==> config.mk <==
export PLATFORM = sky130hd
export DESIGN_NAME = modbus_rtu_rx_frame_check_unit
export DESIGN_NICKNAME = d
export VERILOG_FILES = /design/src/hw/rtl/mrfc_pkg.sv /design/src/hw/rtl/mrfc_in_stage.sv /design/src/hw/rtl/mrfc_frame_check.sv /design/src/hw/rtl/modbus_rtu_rx_frame_check_unit.sv
export SDC_FILE = /design/constraint.sdc
export NUM_CORES = 1
export LEC_CHECK = 0
export BUFFER_PORTS_ARGS = -buffer_cell sky130_fd_sc_hd__buf_4
export CAP_MARGIN = 0
export CORE_MARGIN = 3
export CORE_UTILIZATION = 55
export CTS_CLUSTER_SIZE = 28
export DETAILED_ROUTE_END_ITERATION = 12
export GPL_TIMING_DRIVEN = 1
export PLACE_DENSITY = 0.93
export REMOVE_ABC_BUFFERS = 1
export SLEW_MARGIN = 20
export SYNTH_ARGS = -nofsm -noshare
export SYNTH_HDL_FRONTEND = slang
export SYNTH_SLANG_ARGS = --single-unit
==> constraint.sdc <==
create_clock -name clock -period 12.6 [get_ports clock]
set_input_delay 2.52 -clock clock [delete_from_list [all_inputs] [get_ports clock]]
set_output_delay 2.52 -clock clock [all_outputs]
set_load 0.02 [all_outputs]
==> src/hw/rtl/mrfc_pkg.sv <==
// package for the modbus rtu receive frame checker
// types, constants and the crc-16 byte update; no dependencies
package mrfc_pkg;

   localparam logic [15:0] CRC_INIT          = 16'hFFFF;
   localparam logic [15:0] CRC_POLY          = 16'hA001;
   localparam logic [7:0]  MIN_FRAME         = 8'd3;
   localparam logic [7:0]  TRAILER_BYTES     = 8'd2;
   localparam logic [7:0]  BUFFER_SIZE_RESET = 8'd64;
   localparam int          RSP_DATA_WIDTH    = 64;
   localparam logic [1:0]  CSR_BUFFER_SIZE   = 2'd0;

   typedef enum logic [1:0] {
      ST_OK        = 2'd0,
      ST_OVERFLOW  = 2'd1,
      ST_MALFORMED = 2'd2,
      ST_BAD_CRC   = 2'd3
   } status_type;

   typedef enum logic {
      KIND_BYTE  = 1'b0,
      KIND_CLEAR = 1'b1
   } kind_type;

   typedef struct packed {
      logic       valid;
      kind_type   kind;
      logic [7:0] data_byte;
      logic       last;
   } item_type;

   function automatic logic [15:0] crc_feed(input logic [15:0] crc, input logic [7:0] b);
      logic [15:0] c;
      c = crc ^ {8'h00, b};
      for (int k = 0; k < 8; k++) begin
         if (c[0]) begin
            c = (c >> 1) ^ CRC_POLY;
         end else begin
            c = c >> 1;
         end
      end
      return c;
   endfunction

endpackage

==> src/hw/rtl/mrfc_in_stage.sv <==
// input register of the frame checker
// depends on mrfc_pkg
module mrfc_in_stage (
   input  logic              clock,
   input  logic              reset,
   input  logic              req_tvalid,
   output logic              req_tready,
   input  logic [7:0]        req_tdata,   // data_byte[7:0]
   input  logic              req_tuser,   // kind
   input  logic              req_tlast,
   input  logic              advance,
   output mrfc_pkg::item_type item
);
   import mrfc_pkg::*;

   item_type item_ff;
   item_type item_in;

   assign req_tready = !item_ff.valid || advance;

   always_comb begin
      item_in = item_ff;
      if (req_tready) begin
         item_in.valid     = req_tvalid;
         item_in.kind      = kind_type'(req_tuser);
         item_in.data_byte = req_tdata;
         item_in.last      = req_tlast;
      end
   end

   always_ff @(posedge clock) begin
      if (reset) begin
         item_ff.valid     <= 1'b0;
         item_ff.kind      <= KIND_BYTE;
         item_ff.data_byte <= 8'h00;
         item_ff.last      <= 1'b0;
      end else begin
         item_ff <= item_in;
      end
   end

   assign item = item_ff;

endmodule

==> src/hw/rtl/mrfc_frame_check.sv <==
// frame state, crc, verdict, event counters and result register
// depends on mrfc_pkg
module mrfc_frame_check (
   input  logic                                 clock,
   input  logic                                 reset,
   input  logic [7:0]                           buffer_size,
   input  mrfc_pkg::item_type                   item,
   output logic                                 advance,
   output logic                                 rsp_tvalid,
   input  logic                                 rsp_tready,
   output logic [mrfc_pkg::RSP_DATA_WIDTH-1:0]  rsp_tdata
);
   import mrfc_pkg::*;

   logic [15:0] crc_ff,  crc_in;
   logic [7:0]  count_ff, count_in;
   logic [7:0]  held0_ff, held0_in;
   logic [7:0]  held1_ff, held1_in;
   logic [15:0] good_ff, good_in;
   logic [15:0] comm_ff, comm_in;
   logic [15:0] over_ff, over_in;
   logic        out_valid_ff, out_valid_in;
   status_type  status_ff, status_in;
   logic [7:0]  length_ff, length_in;

   logic        fire;

   assign advance = !out_valid_ff || rsp_tready;
   assign fire    = item.valid && advance;

   always_comb begin
      crc_in       = crc_ff;
      count_in     = count_ff;
      held0_in     = held0_ff;
      held1_in     = held1_ff;
      good_in      = good_ff;
      comm_in      = comm_ff;
      over_in      = over_ff;
      status_in    = status_ff;
      length_in    = length_ff;
      out_valid_in = out_valid_ff && !rsp_tready;
      if (fire) begin
         unique case (item.kind)
            KIND_CLEAR: begin
               good_in = 16'h0000;
               comm_in = 16'h0000;
               over_in = 16'h0000;
            end
            KIND_BYTE: begin
               if (count_ff < buffer_size) begin
                  if (count_ff >= TRAILER_BYTES) begin
                     crc_in = crc_feed(crc_ff, held0_ff);
                  end
                  held0_in = held1_ff;
                  held1_in = item.data_byte;
                  count_in = count_ff + 8'd1;
               end
               if (item.last) begin
                  priority if (count_in >= buffer_size) begin
                     status_in = ST_OVERFLOW;
                     over_in   = over_ff + 16'd1;
                  end else if (count_in <= MIN_FRAME) begin
                     status_in = ST_MALFORMED;
                     comm_in   = comm_ff + 16'd1;
                  end else if ({held1_in, held0_in} != crc_in) begin
                     status_in = ST_BAD_CRC;
                     comm_in   = comm_ff + 16'd1;
                  end else begin
                     status_in = ST_OK;
                     good_in   = good_ff + 16'd1;
                  end
                  length_in    = (count_in < buffer_size) ? count_in : buffer_size;
                  out_valid_in = 1'b1;
                  crc_in       = CRC_INIT;
                  count_in     = 8'd0;
               end
            end
            default: begin
            end
         endcase
      end
   end

   always_ff @(posedge clock) begin
      if (reset) begin
         crc_ff       <= CRC_INIT;
         count_ff     <= 8'd0;
         good_ff      <= 16'h0000;
         comm_ff      <= 16'h0000;
         over_ff      <= 16'h0000;
         out_valid_ff <= 1'b0;
      end else begin
         crc_ff       <= crc_in;
         count_ff     <= count_in;
         good_ff      <= good_in;
         comm_ff      <= comm_in;
         over_ff      <= over_in;
         out_valid_ff <= out_valid_in;
      end
   end

   always_ff @(posedge clock) begin
      held0_ff  <= held0_in;
      held1_ff  <= held1_in;
      status_ff <= status_in;
      length_ff <= length_in;
   end

   assign rsp_tvalid = out_valid_ff;
   assign rsp_tdata  = {6'b000000, over_ff, comm_ff, good_ff, length_ff, status_ff};

endmodule

==> src/hw/rtl/modbus_rtu_rx_frame_check_unit.sv <==
// modbus rtu receive frame checker, top level with the register port
// result: the final byte item is taken into the input register, then its verdict into the result register
// throughput: one item per cycle while rsp_tready does not hold the result; the crc byte update is combinational
// reset: synchronous; buffer_size back to 64, crc to ffff, counts and counters zero
// depends on mrfc_pkg, mrfc_in_stage, mrfc_frame_check
module modbus_rtu_rx_frame_check_unit (
   input  logic                                 clock,
   input  logic                                 reset,
   input  logic                                 req_tvalid,
   output logic                                 req_tready,
   input  logic [7:0]                           req_tdata,   // data_byte[7:0]
   input  logic                                 req_tuser,   // kind
   input  logic                                 req_tlast,
   output logic                                 rsp_tvalid,
   input  logic                                 rsp_tready,
   // status[1:0], frame_length[9:2], good_frames[25:10], comm_errors[41:26],
   // overruns[57:42], zero[63:58]
   output logic [mrfc_pkg::RSP_DATA_WIDTH-1:0]  rsp_tdata,
   input  logic                                 csr_psel,
   input  logic                                 csr_penable,
   input  logic                                 csr_pwrite,
   input  logic [1:0]                           csr_paddr,
   input  logic [31:0]                          csr_pwdata,
   output logic [31:0]                          csr_prdata,
   output logic                                 csr_pready
);
   import mrfc_pkg::*;

   logic [7:0] buffer_size_ff, buffer_size_in;
   logic       csr_write;
   item_type   item;
   logic       advance;

   assign csr_pready = 1'b1;
   assign csr_write  = csr_psel && csr_penable && csr_pwrite && csr_pready;

   always_comb begin
      buffer_size_in = buffer_size_ff;
      if (csr_write && (csr_paddr == CSR_BUFFER_SIZE)) begin
         buffer_size_in = csr_pwdata[7:0];
      end
   end

   always_ff @(posedge clock) begin
      if (reset) begin
         buffer_size_ff <= BUFFER_SIZE_RESET;
      end else begin
         buffer_size_ff <= buffer_size_in;
      end
   end

   assign csr_prdata = {24'h000000, buffer_size_ff};

   mrfc_in_stage u_in_stage (
      .clock      (clock),
      .reset      (reset),
      .req_tvalid (req_tvalid),
      .req_tready (req_tready),
      .req_tdata  (req_tdata),
      .req_tuser  (req_tuser),
      .req_tlast  (req_tlast),
      .advance    (advance),
      .item       (item)
   );

   mrfc_frame_check u_frame_check (
      .clock       (clock),
      .reset       (reset),
      .buffer_size (buffer_size_ff),
      .item        (item),
      .advance     (advance),
      .rsp_tvalid  (rsp_tvalid),
      .rsp_tready  (rsp_tready),
      .rsp_tdata   (rsp_tdata)
   );

endmodule
==> key figures <==
STA
  • Slew headroom: 0.3092
  • RSZ-0062 raised after global routing: false
  • Fin crit share: 0.4522
  • Clock Skew: 0.009975 ns
  • Post-layout minimum cycle time: 5.697 ns
  • Final hold viol count: 0
  • TNS Setup: 0 ns
  • Worst slew pin tran: 1.029 ns
  • Max Slew Vio Count: 0
  • Final setup violation count: 0
  • Maximum clock rate: 0.1755 GHz
  • Final hold slack: 0.4831 ns
  • Final WS setup: ~6.9 ns

Pwr
  • Lkg Pwr: 3.577 nW
  • Worst vdd rail ir drop: 115.3 uV
  • Post-layout power: around 0.98 mW
  • Pwr dens: 119.3 nW/um^2

Clock network
  • CTS tree: yes
  • Clock Latency Late Sink: 0.42 ns
  • Clk root buf: clkbuf_16
  • Post-CTS Setup Bufs: 0
  • Clock transition at path regs: 0.06 ns
  • Hold buffers post-CTS: 0
  • Max clock buf depth: 2
  • Num CTS Buffers: 17
  • Post-CTS sizing: 0
  • H-tree depth: 4
  • Clock sinks: 118

Layout
  • Area of the multi-input gates: 3919 sq um
  • Core Util, Final: 0.6759
  • Final cell count without fillers: ~1100
  • Final instance area: slightly above 8000 sq um
  • Register area: 2623 sq um
  • Final #Nets: 950
  • Layout area overhead: 18.96%
  • Share of cells above drive strength 1: 0.1702
  • Antenna Cells: 0
  • FILL cells: 921

Worst setup path
  • Crit path max-delay family: buffers and inverters
  • Critical-path cell list: buf_4, nand3b_1, buf_4, buf_4
  • Crit path launch type: input port
  • Buf/Inv on CP: 3
  • Reg2reg start: u_frame_check.count_ff[2]
  • FF-to-FF setup slack: 7.09 ns
  • Critical path arrival: between 3 and 4 ns
  • Critical path type: in -> out
  • FF-to-FF End: u_frame_check.comm_ff[9]
  • CP max FO: 13
  • WP data required: 10.08 ns
  • Crit-path slowest cell: buf_4
  • Crit. End Element: output pin
  • Largest stage delay, worst path: 0.21 ns
  • Most frequent CP cell: buf_4
  • R2R depth: 19

Synthesis
  • Cell area after synthesis: 6910 sq um
  • Most frequent cell after synthesis: nand2_1
  • Average size of a mapped cell: about 8.6 sq um
  • Leading cell types by count after synthesis: 105 x nand2_1, 92 x dfxtp_1, 70 x nor2_1
  • Cells after Synth: around 800
  • Post-synth EDFFs: 26
  • Synth Area in XOR/XNOR: 0.08691
  • Compound-Gate Fraction of Synth Area: 0.1608
  • Largest family of logic cells by synthesized area: simple AND/OR/NAND/NOR gates
  • Ys async rst share: 0
  • Top-area cell type share of the netlist area: 0.2665
  • Warning count from the yosys run: 0
  • Most used DFF post-synth: dfxtp_1
  • Post-Synth Adder-Cell Area: 0.03585
  • Synth unique cells: between 70 and 80
  • Area leader, netlist: dfxtp_1
  • Post-synthesis simple-gate area fraction: 0.2299
  • Mux share of post-synthesis cell area: 0.03513
  • Seq cells post-synth: 118
  • Seq/Total Area, Yosys: 0.3795
  • Largest cells by area after synthesis: dfxtp_1 27%, edfxtp_1 11%, nand2_1 5.7%

Placement
  • PortBufs: 94
  • Worst setup slack after placement: 6.668 ns
  • Final Wtd Congestion: 0.9400
  • Dpl hpwl: 11650 microns
  • Dpl cells: between 1000 and 1500
  • Placed instance area: 7589 sq um

Routing
  • Average vias per placed instance: 5.904
  • Post-Route WL: 17320 microns
  • TritonRoute pass-1 iters: 7
  • WL/cell: 16.32 microns
  • Antenna Violating Nets Remaining: 0
  • Initial drt markers: 814
  • DR DRC count: 0
  • Vias: 6264

Floorplanning
  • Starting Density: 0.5682
  • FP Rows: 40
  • Total die area: 13950 sq um
  • Core area: 12160 sq um
  • Die height: 118.1 microns
  • Chip width: 118.1 microns
  • I/O pin count: 150

GRT
  • Initial antenna violation count: 0
  • Global-route wire length before repair: 28130 microns
  • Met1 Use GR: 0.3083
  • Vias in the first global route: 5783
  • Total grt overflow: 0
  • Largest net degree at the start of global routing: 42
  • Grt peak-use layer: met2
  • Total GRT Usage: 0.2451
  • Met3 track demand over resource: 0.07352
  • GR met2 Demand/Resource: 0.4041

Hold path
  • Hold wc startpoint: u_frame_check.comm_ff[15]
  • Worst Hold Endpoint: u_frame_check.comm_ff[15]
  • Hold depth: 2
  • Hold/Removal Path Class: reg -> reg

Status
  • Status: finished clean

Flow run
  • MaxCap Viol Count: 0
## state kept, by name, indices dropped and copies added, names as in the netlist
name and flops:
u_frame_check.count_ff 8, u_frame_check.length_ff 8, u_frame_check.over_ff 16, u_frame_check.held1_ff 8
u_in_stage.item 11, u_frame_check.crc_ff 16, u_frame_check.held0_ff 8, u_frame_check.status_ff 2
u_frame_check.comm_ff 16, buffer_size_ff 8, u_frame_check.good_ff 16, u_frame_check.rsp_tvalid 1
## cell families (layout without fill, tap and decap cells)
kind of cell	count (synthesis)	count (layout)
AO/OA/AOI/OAI	167	167
flip-flops	118	118
XOR/XNOR	56	56
AND/OR/NAND/NOR	318	318
multiplexers	24	24
buffers and inverters	97	159
other	2	31
adder cells (fa/ha/maj)	20	20
## power by group
part	switching (mW)	internal, mW
logic	0.0506	0.0301
registers	0.00720	0.393
clock network	0.174	0.326
## final cells by class
type | instances | area share
clock buffer | 29 | 0.07382
clock inverter | 3 | 0.002131
inverter | 29 | 0.01324
multi-input combinational | 616 | 0.4767
sequential | 118 | 0.3190
tap | 168 | 0.02557
timing repair buffer | 98 | 0.08950
## worst min-delay path, delay by kind of cell (launching register included)
kind           cells  cell delay (ns)
AO/OA/AOI/OAI      2             0.11
flip-flops         1             0.32
## layout by cell type, fill, tap and decap left out, types with 16 or more instances in the layout
cell and n:
edfxtp_1 26, a21oi_1 55, dfxtp_1 92, nor3_1 16, or3_1 19, o21ai_0 31
nor2_1 69, o211ai_1 18, nand2_1 105, buf_4 98, conb_1 31, ha_1 19
mux2i_1 22, inv_1 29, clkbuf_16 22, xnor2_1 37, nand3_1 26
## metal layers
layer / wire length [microns] / up-vias
met5: 0 / -
met4: 331 / 0
met3: 1392 / 43
met2: 8448 / 295
met1: 7144 / 2968
li1: - / 2958
## worst max path at each step
stage | from | end | slack [ns] | depth (start not counted)
2_1_floorplan | buffer_size_ff[2] | u_frame_check.over_ff[11] | 6.88 | 19
3_3_place_gp | rsp_tready | u_frame_check.crc_ff[12] | 6.78 | 9
3_5_place_dp | rsp_tready | u_frame_check.crc_ff[14] | 6.67 | 9
4_1_cts | rsp_tready | req_tready | 6.91 | 4
5_1_grt | u_frame_check.count_ff[2] | u_frame_check.comm_ff[9] | 6.77 | 17
6_report | rsp_tready | req_tready | 6.90 | 4
Power figures use the tool's default switching activity.
